### config.mk
export PLATFORM = sky130hd
export DESIGN_NAME = decimal_integer_stream_parser_unit
export DESIGN_NICKNAME = d
export VERILOG_FILES = /design/src/design/dsp_pkg.sv /design/src/design/decimal_integer_stream_parser_unit.sv /design/src/design/dsp_fifo.sv /design/src/design/dsp_front.sv /design/src/design/dsp_back.sv
export VERILOG_INCLUDE_DIRS = /design/src /design/src/design
export SDC_FILE = /design/constraint.sdc
export NUM_CORES = 1
export LEC_CHECK = 0
export BUFFER_PORTS_ARGS = -buffer_cell sky130_fd_sc_hd__buf_2
export CAP_MARGIN = 30
export CELL_PAD_IN_SITES_DETAIL_PLACEMENT = 1
export CELL_PAD_IN_SITES_GLOBAL_PLACEMENT = 1
export CORE_ASPECT_RATIO = 0.75
export CORE_MARGIN = 8
export CORE_UTILIZATION = 55
export DETAILED_ROUTE_END_ITERATION = 12
export GPL_ROUTABILITY_DRIVEN = 0
export PLACE_DENSITY_LB_ADDON = 0.1
export SKIP_CTS_REPAIR_TIMING = 1
export SLEW_MARGIN = 25
export SYNTH_ARGS = -nofsm -noshare
export SYNTH_HDL_FRONTEND = slang
export SYNTH_SLANG_ARGS = --single-unit
### constraint.sdc
create_clock -name i_clk -period 9.9 [get_ports i_clk]
set_input_delay 1.485 -clock i_clk [delete_from_list [all_inputs] [get_ports i_clk]]
set_output_delay 1.485 -clock i_clk [all_outputs]
set_load 0.03 [all_outputs]
### src/design/assert_macros.svh
// assertion macros shared by the parser unit
// no dependencies; included by files that carry concurrent assertions
`ifndef ASSERT_MACROS_SVH
`define ASSERT_MACROS_SVH

`ifndef SYNTHESIS

`define ASSERT_ALWAYS(label, clk, rst_n, expr) \
    label: assert property (@(posedge clk) disable iff (!rst_n) (expr)) \
        else $error("%m: assertion failed");

`define ASSERT_IMPLIES(label, clk, rst_n, ante, cons) \
    label: assert property (@(posedge clk) disable iff (!rst_n) (ante) |-> (cons)) \
        else $error("%m: assertion failed");

`else

`define ASSERT_ALWAYS(label, clk, rst_n, expr)

`define ASSERT_IMPLIES(label, clk, rst_n, ante, cons)

`endif

`endif

### src/design/dsp_pkg.sv
// types and constants of the decimal integer stream parser
// no dependencies; imported by the top module, dsp_front and dsp_back, but not by dsp_fifo
`timescale 1ns / 1ps

package dsp_pkg;

    localparam int ACC_W      = 63;
    localparam int CFG_ADDR_W = 2;

    localparam logic [7:0] CHAR_NUL   = 8'h00;
    localparam logic [7:0] CHAR_MINUS = 8'h2D;
    localparam logic [7:0] CHAR_ZERO  = 8'h30;
    localparam logic [7:0] CHAR_NINE  = 8'h39;

    localparam logic [ACC_W-1:0] LIMIT_NARROW = 63'd214748364;
    localparam logic [ACC_W-1:0] LIMIT_WIDE   = 63'd922337203685477580;

    localparam logic [CFG_ADDR_W-1:0] REG_SIGN_ENABLE = 2'd0;
    localparam logic [CFG_ADDR_W-1:0] REG_WIDE_MODE   = 2'd1;

    typedef struct packed {
        logic [7:0] char_code;
        logic       end_of_text;
    } t_in_item;

    typedef struct packed {
        logic signed [63:0] parsed_value;
        logic               digits_seen;
        logic               digits_dropped;
    } t_out_item;

    typedef enum logic [1:0] {
        TK_NUL   = 2'd0,
        TK_DIGIT = 2'd1,
        TK_MINUS = 2'd2,
        TK_OTHER = 2'd3
    } t_tok_kind;

    typedef struct packed {
        t_tok_kind  kind;
        logic [3:0] digit;
        logic       eot;
    } t_token;

    typedef struct packed {
        logic [ACC_W-1:0] magnitude;
        logic             negative;
        logic             digits_seen;
        logic             digits_dropped;
    } t_result;

    typedef enum logic [1:0] {
        PH_SKIP   = 2'd0,
        PH_MINUS  = 2'd1,
        PH_DIGITS = 2'd2
    } t_phase;

endpackage

### src/design/decimal_integer_stream_parser_unit.sv
// decimal integer stream parser: one text byte per transfer in, parsed numbers out
// a finishing byte's token is queued, then dsp_back pushes its result into the result queue
// throughput: one byte per cycle while no queue is full, set by the shift-add in dsp_back
// reset (synchronous, active low): queues empty, parser skipping, sign_enable 1, wide_mode 0
// depends on dsp_pkg, dsp_fifo, dsp_front, dsp_back and assert_macros.svh
`timescale 1ns / 1ps
`include "assert_macros.svh"

module decimal_integer_stream_parser_unit #(
    parameter int TOKEN_DEPTH  = 4,
    parameter int RESULT_DEPTH = 4
) (
    input  logic                                i_clk,
    input  logic                                i_rst_n,
    input  logic                                push,
    output logic                                full,
    input  dsp_pkg::t_in_item                   i_item,
    output logic                                empty,
    input  logic                                pop,
    output dsp_pkg::t_out_item                  o_result,
    input  logic                                i_cfg_we,
    input  logic [dsp_pkg::CFG_ADDR_W-1:0]      i_cfg_addr,
    input  logic                                i_cfg_wdata
);

    import dsp_pkg::*;

    logic    r_sign_enable;
    logic    r_wide_mode;
    t_token  w_tok;
    logic    w_tok_empty;
    logic    w_tok_pop;
    t_result w_res_in;
    t_result w_res_out;
    logic    w_res_push;
    logic    w_res_full;
    logic [63:0] w_mag;

    always_ff @(posedge i_clk) begin
        if (!i_rst_n) begin
            r_sign_enable <= 1'b1;
            r_wide_mode   <= 1'b0;
        end else if (i_cfg_we) begin
            case (i_cfg_addr)
                REG_SIGN_ENABLE: r_sign_enable <= i_cfg_wdata;
                REG_WIDE_MODE:   r_wide_mode   <= i_cfg_wdata;
                default: ;
            endcase
        end
    end

    dsp_front #(
        .DEPTH (TOKEN_DEPTH)
    ) u_front (
        .i_clk         (i_clk),
        .i_rst_n       (i_rst_n),
        .i_push        (push),
        .o_full        (full),
        .i_item        (i_item),
        .i_sign_enable (r_sign_enable),
        .i_tok_pop     (w_tok_pop),
        .o_tok         (w_tok),
        .o_tok_empty   (w_tok_empty)
    );

    dsp_back u_back (
        .i_clk       (i_clk),
        .i_rst_n     (i_rst_n),
        .i_wide_mode (r_wide_mode),
        .i_tok       (w_tok),
        .i_tok_empty (w_tok_empty),
        .o_tok_pop   (w_tok_pop),
        .i_res_full  (w_res_full),
        .o_res_push  (w_res_push),
        .o_res       (w_res_in)
    );

    dsp_fifo #(
        .t_data (t_result),
        .DEPTH  (RESULT_DEPTH)
    ) u_res_queue (
        .i_clk   (i_clk),
        .i_rst_n (i_rst_n),
        .i_push  (w_res_push),
        .i_data  (w_res_in),
        .o_full  (w_res_full),
        .i_pop   (pop),
        .o_data  (w_res_out),
        .o_empty (empty)
    );

    // sign applied on the way out
    assign w_mag = {1'b0, w_res_out.magnitude};

    always_comb begin
        o_result.parsed_value   = w_res_out.negative ? -$signed(w_mag) : $signed(w_mag);
        o_result.digits_seen    = w_res_out.digits_seen;
        o_result.digits_dropped = w_res_out.digits_dropped;
    end

    `ASSERT_ALWAYS(a_tok_no_underflow, i_clk, i_rst_n, !(w_tok_pop && w_tok_empty))
    `ASSERT_ALWAYS(a_res_no_overflow, i_clk, i_rst_n, !(w_res_push && w_res_full))
    `ASSERT_IMPLIES(a_no_digit_is_zero, i_clk, i_rst_n, !empty && !o_result.digits_seen, o_result.parsed_value == 64'sd0 && !o_result.digits_dropped)

endmodule

### src/design/dsp_fifo.sv
// small register queue, one transfer in and one out per cycle; a push is ignored while full and a pop while empty
// depends on nothing but its type parameter
`timescale 1ns / 1ps

module dsp_fifo #(
    parameter type t_data = logic,
    parameter int  DEPTH  = 4
) (
    input  logic  i_clk,
    input  logic  i_rst_n,
    input  logic  i_push,
    input  t_data i_data,
    output logic  o_full,
    input  logic  i_pop,
    output t_data o_data,
    output logic  o_empty
);

    localparam int PTR_W = (DEPTH > 1) ? $clog2(DEPTH) : 1;
    localparam int CNT_W = $clog2(DEPTH + 1);

    t_data            r_mem [DEPTH];
    logic [PTR_W-1:0] r_wr_ptr, n_wr_ptr;
    logic [PTR_W-1:0] r_rd_ptr, n_rd_ptr;
    logic [CNT_W-1:0] r_count, n_count;
    logic             w_do_push, w_do_pop;

    assign o_full    = (r_count == CNT_W'(DEPTH));
    assign o_empty   = (r_count == '0);
    assign w_do_push = i_push && !o_full;
    assign w_do_pop  = i_pop && !o_empty;
    assign o_data    = r_mem[r_rd_ptr];

    always_comb begin
        n_wr_ptr = r_wr_ptr;
        n_rd_ptr = r_rd_ptr;
        n_count  = r_count;
        if (w_do_push) begin
            n_wr_ptr = (r_wr_ptr == PTR_W'(DEPTH - 1)) ? '0 : r_wr_ptr + PTR_W'(1);
        end
        if (w_do_pop) begin
            n_rd_ptr = (r_rd_ptr == PTR_W'(DEPTH - 1)) ? '0 : r_rd_ptr + PTR_W'(1);
        end
        if (w_do_push && !w_do_pop) begin
            n_count = r_count + CNT_W'(1);
        end else if (w_do_pop && !w_do_push) begin
            n_count = r_count - CNT_W'(1);
        end
    end

    always_ff @(posedge i_clk) begin
        if (!i_rst_n) begin
            r_wr_ptr <= '0;
            r_rd_ptr <= '0;
            r_count  <= '0;
        end else begin
            r_wr_ptr <= n_wr_ptr;
            r_rd_ptr <= n_rd_ptr;
            r_count  <= n_count;
        end
    end

    always_ff @(posedge i_clk) begin
        if (w_do_push) begin
            r_mem[r_wr_ptr] <= i_data;
        end
    end

endmodule

### src/design/dsp_front.sv
// front end: classifies each text byte into a token and queues it
// depends on dsp_pkg and dsp_fifo
`timescale 1ns / 1ps

module dsp_front #(
    parameter int DEPTH = 4
) (
    input  logic              i_clk,
    input  logic              i_rst_n,
    input  logic              i_push,
    output logic              o_full,
    input  dsp_pkg::t_in_item i_item,
    input  logic              i_sign_enable,
    input  logic              i_tok_pop,
    output dsp_pkg::t_token   o_tok,
    output logic              o_tok_empty
);

    import dsp_pkg::*;

    t_token w_tok;
    logic   w_is_digit;

    assign w_is_digit = (i_item.char_code >= CHAR_ZERO) && (i_item.char_code <= CHAR_NINE);

    always_comb begin
        w_tok.eot   = i_item.end_of_text;
        w_tok.digit = 4'(i_item.char_code - CHAR_ZERO);
        if (i_item.char_code == CHAR_NUL) begin
            w_tok.kind = TK_NUL;
        end else if (w_is_digit) begin
            w_tok.kind = TK_DIGIT;
        end else if (i_item.char_code == CHAR_MINUS && i_sign_enable) begin
            w_tok.kind = TK_MINUS;
        end else begin
            w_tok.kind = TK_OTHER;
        end
    end

    dsp_fifo #(
        .t_data (t_token),
        .DEPTH  (DEPTH)
    ) u_tok_queue (
        .i_clk   (i_clk),
        .i_rst_n (i_rst_n),
        .i_push  (i_push),
        .i_data  (w_tok),
        .o_full  (o_full),
        .i_pop   (i_tok_pop),
        .o_data  (o_tok),
        .o_empty (o_tok_empty)
    );

endmodule

### src/design/dsp_back.sv
// back end: number state machine with digit accumulation and result build
// depends on dsp_pkg
`timescale 1ns / 1ps

module dsp_back (
    input  logic             i_clk,
    input  logic             i_rst_n,
    input  logic             i_wide_mode,
    input  dsp_pkg::t_token  i_tok,
    input  logic             i_tok_empty,
    output logic             o_tok_pop,
    input  logic             i_res_full,
    output logic             o_res_push,
    output dsp_pkg::t_result o_res
);

    import dsp_pkg::*;

    t_phase           r_phase, n_phase;
    logic             r_neg, n_neg;
    logic [ACC_W-1:0] r_acc, n_acc;
    logic             r_drop, n_drop;

    logic             w_fire;
    logic             w_pending;
    logic [ACC_W-1:0] w_limit;
    logic [ACC_W-1:0] w_acc_mac;
    logic [ACC_W-1:0] w_digit;
    logic             w_at_limit;

    assign w_fire     = !i_tok_empty && !i_res_full;
    assign o_tok_pop  = w_fire;
    assign w_pending  = (r_phase == PH_MINUS) || (r_phase == PH_DIGITS);
    assign w_limit    = i_wide_mode ? LIMIT_WIDE : LIMIT_NARROW;
    assign w_at_limit = (r_acc >= w_limit);
    assign w_digit    = ACC_W'(i_tok.digit);
    // acc * 10 + digit as shift-add
    assign w_acc_mac  = (r_acc << 3) + (r_acc << 1) + w_digit;

    always_ff @(posedge i_clk) begin
        if (!i_rst_n) begin
            r_phase <= PH_SKIP;
            r_neg   <= 1'b0;
            r_acc   <= '0;
            r_drop  <= 1'b0;
        end else begin
            r_phase <= n_phase;
            r_neg   <= n_neg;
            r_acc   <= n_acc;
            r_drop  <= n_drop;
        end
    end

    always_comb begin
        n_phase    = r_phase;
        n_neg      = r_neg;
        n_acc      = r_acc;
        n_drop     = r_drop;
        o_res_push = 1'b0;
        o_res      = '{magnitude: r_acc, negative: r_neg,
                       digits_seen: (r_phase == PH_DIGITS), digits_dropped: r_drop};
        if (w_fire) begin
            case (i_tok.kind)
                TK_NUL: begin
                    o_res_push = w_pending;
                    n_phase    = PH_SKIP;
                    n_neg      = 1'b0;
                    n_acc      = '0;
                    n_drop     = 1'b0;
                end
                TK_DIGIT: begin
                    if (w_pending) begin
                        n_phase = PH_DIGITS;
                        if (w_at_limit) begin
                            n_drop = 1'b1;
                        end else begin
                            n_acc = w_acc_mac;
                        end
                        if (i_tok.eot) begin
                            o_res_push = 1'b1;
                            o_res      = '{magnitude: n_acc, negative: r_neg,
                                           digits_seen: 1'b1, digits_dropped: n_drop};
                            n_phase    = PH_SKIP;
                            n_neg      = 1'b0;
                            n_acc      = '0;
                            n_drop     = 1'b0;
                        end
                    end else if (i_tok.eot) begin
                        o_res_push = 1'b1;
                        o_res      = '{magnitude: w_digit, negative: 1'b0,
                                       digits_seen: 1'b1, digits_dropped: 1'b0};
                        n_phase    = PH_SKIP;
                        n_neg      = 1'b0;
                        n_acc      = '0;
                        n_drop     = 1'b0;
                    end else begin
                        n_phase = PH_DIGITS;
                        n_neg   = 1'b0;
                        n_acc   = w_digit;
                        n_drop  = 1'b0;
                    end
                end
                TK_MINUS: begin
                    o_res_push = w_pending || i_tok.eot;
                    if (!w_pending) begin
                        o_res = '{magnitude: '0, negative: 1'b1,
                                  digits_seen: 1'b0, digits_dropped: 1'b0};
                    end
                    n_acc  = '0;
                    n_drop = 1'b0;
                    if (i_tok.eot) begin
                        n_phase = PH_SKIP;
                        n_neg   = 1'b0;
                    end else begin
                        n_phase = PH_MINUS;
                        n_neg   = 1'b1;
                    end
                end
                default: begin
                    o_res_push = w_pending;
                    n_phase    = PH_SKIP;
                    n_neg      = 1'b0;
                    n_acc      = '0;
                    n_drop     = 1'b0;
                end
            endcase
        end
    end

endmodule

==> summary.txt <==
Floorplanning
  • Ports: 85
  • DIE AREA: between 40000 and 50000 um^2
  • Core Area: roughly 39000 um^2
  • Initial core utilization: a little under three fifths
  • Die span in y: around 190 um
  • Rows: 63
  • DIE WIDTH: 245 um

Timing
  • Achievable Freq: roughly 140 MHz
  • Period utilization: 69.7%
  • Worst hold slack: 492 ps
  • Slew @ Worst Pin: roughly 1100 ps
  • Final Hold Viols: 0
  • RSZ-0062 raised after global routing: false
  • Final Setup Violations: 0
  • TNS Setup: 0 ps
  • Clock Skew: approximately 24 ps
  • Max-slew violations: 0
  • Slew HR: 28.0%
  • Post-route minimum period: between 6000 and 7000 ps

Job
  • Maxcap violations: 0

GRT
  • GR Util met1: 44.0%
  • Vias in the first global route: 17000
  • Grt peak-use layer: met1
  • GR Util All Layers: between 20 and 30%
  • Largest net degree at the start of global routing: 67
  • First-pass GRT wire length: between 100000 and 150000 um
  • Met3 Use GR: a little over 7%
  • Gr ovfl total: 0
  • GR Layer Usage met2: a little over two fifths
  • Antenna violations before repair: 3

Synth
  • Cells after synthesis: around 1900
  • Yosys cell types: 81
  • Synth Warn #: 0
  • Post-synth design cell area: roughly 22000 um^2
  • Largest family of logic cells by synthesized area: compound AO/OA/AOI/OAI gates
  • Top_reg_cell synth: edfxtp_1
  • Number of synthesized register bits: between 300 and 400
  • Avg Cell Area, Syn: around 11 um^2
  • Seq/Total Area, Yosys: 48.6%
  • Complex-gate fraction of the synthesized area: 13.9%
  • Post-synthesis mux area share: under 10%
  • Syn Nets: between 2000 and 2500
  • Post-synth EDFFs: between 200 and 300
  • Simple-Gate Fraction of Synth Area: about an eighth
  • Asr flop ratio synth: 0%
  • Post-Synth Adder-Cell Area: 9.22%
  • XOR/XNOR Fraction of Synth Area: under 10%

Setup path
  • Crit start category: register
  • Crit path kind: reg -> out
  • CP delay by family, top: simple AND/OR/NAND/NOR gates
  • Slowest cell delay on critical path: approximately 900 ps
  • Worst Path Buf+Inv: 2
  • Worst Path Arrival: roughly 5400 ps
  • CP Capture Type: primary output
  • Max Fanout on Critical Path: 39
  • WP data required: between 8000 and 9000 ps
  • Most common cell on crit path: nor4_1
  • Critical Path, Cell by Cell: buf_4 -> mux4_2 -> or2_2 -> nor4_1 -> or3b_1 -> nor4_1 -> a21oi_1 -> xor2_1 -> buf_2
  • Slowest-stage cell, CP: dfxtp_4

Run status
  • Outcome: complete, no violations

Cells and area
  • Layout cells sized above 1: about 14%
  • Final core utilization: 61.1%
  • Layout net count: 2131
  • Fillers: ~4000
  • Inserted Diodes: 0
  • Design Area, Final: about 24000 um^2
  • Area Overhead vs Synth: 10.7%

Clocking
  • CTS tree: done
  • Root buffer cell: clkbuf_16
  • # clock sinks: about 380
  • CTS clk-pin slew, worst paths: about 60 ps
  • Num CTS Buffers: 39
  • H-tree levels: 2
  • Clock Path Buffers: 3
  • Later-pin clock latency in the skew report: around 560 ps

Drt
  • WL/cell: ~28 um
  • 1st-iter DRT viols: around 1700
  • DR vias: 16800
  • DRC Markers: 0
  • First drt pass iteration count: 8
  • Antenna-violating nets left: 0
  • DRT Wirelength: between 60000 and 70000 um
  • Vias per inst: 6.72

Placement
  • Port bufs: between 80 and 90
  • DP Area: between 20000 and 25000 um^2
  • HPWL reported at the end of detailed placement: 47000 um

Pwr
  • Leak: 0.00897 uW
  • Pwr/cell area: roughly 230 nW/um^2
  • VDD IR max: 0.000138 V

Min path
  • Hold Crit Class: reg -> reg
-- through the flow --
stage,cells,total power (uW),worst slack [ps]
2_1_floorplan,1886,3390,4570
3_3_place_gp,2423,3890,3870
3_5_place_dp,2426,3980,3660
4_1_cts,2495,5580,2940
5_1_grt,2505,5760,2630
6_report,2505,5580,3000
-- state kept, by name (all words and copies together) (netlist names), named ones only --
signal and flops:
u_res_queue.r_count 3, u_back.r_drop 1, u_back.r_neg 1, u_res_queue.r_rd_ptr 2, u_back.r_phase 2, u_front.u_tok_queue.r_wr_ptr 2, u_res_queue.r_wr_ptr 2, r_sign_enable 1
u_front.u_tok_queue.r_rd_ptr 2, u_front.u_tok_queue.r_count 3, r_wide_mode 1, u_front.u_tok_queue.r_mem 28, u_res_queue.r_mem 264, u_back.r_acc 63
-- synthesized netlist by cell type (42+ instances only) --
| library cell | number | share of area [%] |
|---|---|---|
| a21oi_1 | 107 | 2.5 |
| clkbuf_1 | 68 | 1.2 |
| dfxtp_1 | 87 | 8.1 |
| edfxtp_1 | 292 | 41 |
| ha_1 | 153 | 8.9 |
| mux4_2 | 72 | 7.5 |
| nand2_1 | 185 | 3.2 |
| nor2_1 | 95 | 1.6 |
| nor2b_1 | 42 | 1.2 |
| o21ai_0 | 146 | 3.4 |
| xnor2_1 | 67 | 2.7 |
| xor2_1 | 51 | 2.1 |
-- logic make-up (layout without fill, tap and decap cells) --
family / after synthesis / in the layout
AND/OR/NAND/NOR: 533 / 533
AO/OA/AOI/OAI: 476 / 476
flip-flops: 379 / 379
adder cells (fa/ha/maj): 157 / 157
buffers and inverters: 129 / 228
XOR/XNOR: 118 / 118
multiplexers: 94 / 94
-- cells in the final DEF (no fill, tap or decap), types with 12 or more instances in the layout --
| cell type | count |
|---|---|
| a31oi_1 | 20 |
| and2_1 | 24 |
| nor4_1 | 12 |
| a21o_1 | 37 |
| nand4_1 | 26 |
| buf_4 | 20 |
| o21bai_1 | 12 |
| nand3_1 | 22 |
| o31ai_1 | 17 |
| o21ai_1 | 13 |
| xnor2_1 | 67 |
| xor2_1 | 51 |
| or3_1 | 12 |
| nor2_1 | 95 |
| o21ai_0 | 143 |
| o21a_1 | 15 |
| mux4_2 | 72 |
| edfxtp_1 | 292 |
| a21boi_0 | 12 |
| a21oi_1 | 107 |
| mux2i_1 | 21 |
| inv_1 | 40 |
| dfxtp_1 | 85 |
| a22oi_1 | 12 |
| nor2b_1 | 42 |
| buf_2 | 92 |
| nand2_1 | 185 |
| ha_1 | 153 |
| nor3_1 | 35 |
| clkbuf_16 | 39 |
-- tightest hold or removal path, delay by kind of cell, from the launching register on --
kind	cells	cell delay, ps
AO/OA/AOI/OAI	1	50
AND/OR/NAND/NOR	1	70
flip-flops	1	340
-- routing by layer --
metal	vias up	wire, um
li1	7323	-
met1	8518	30600
met2	883	30000
met3	105	7320
met4	2	1420
met5	-	63
-- area by class of cell --
type	instances	area (um^2)	share of cell area, %
clock inverters	22	305	1.28
clock buffers	47	1030	4.29
inverters	42	158	0.659
well taps	520	651	2.72
multi-input cells	1378	10600	44.3
repair buffers	117	681	2.84
flip-flops and latches	379	10500	43.9
-- where the power goes --
group / internal (uW) / switching, uW
Clock: 904 / 667
Combinational: 678 / 1430
Sequential: 1800 / 105
Total: 3380 / 2200
-- worst paths after layout --
kind	start	to	slack (ps)	cells past startpoint
max	register	o_result[58]	3000	9
min	u_back.r_drop	u_back.r_drop	490	2
min reg2reg	u_back.r_drop	u_back.r_drop	490	2
max reg2reg	register	u_res_queue.r_mem[1][49]	3780	14
Note: power is estimated with default switching activity, not from simulation.
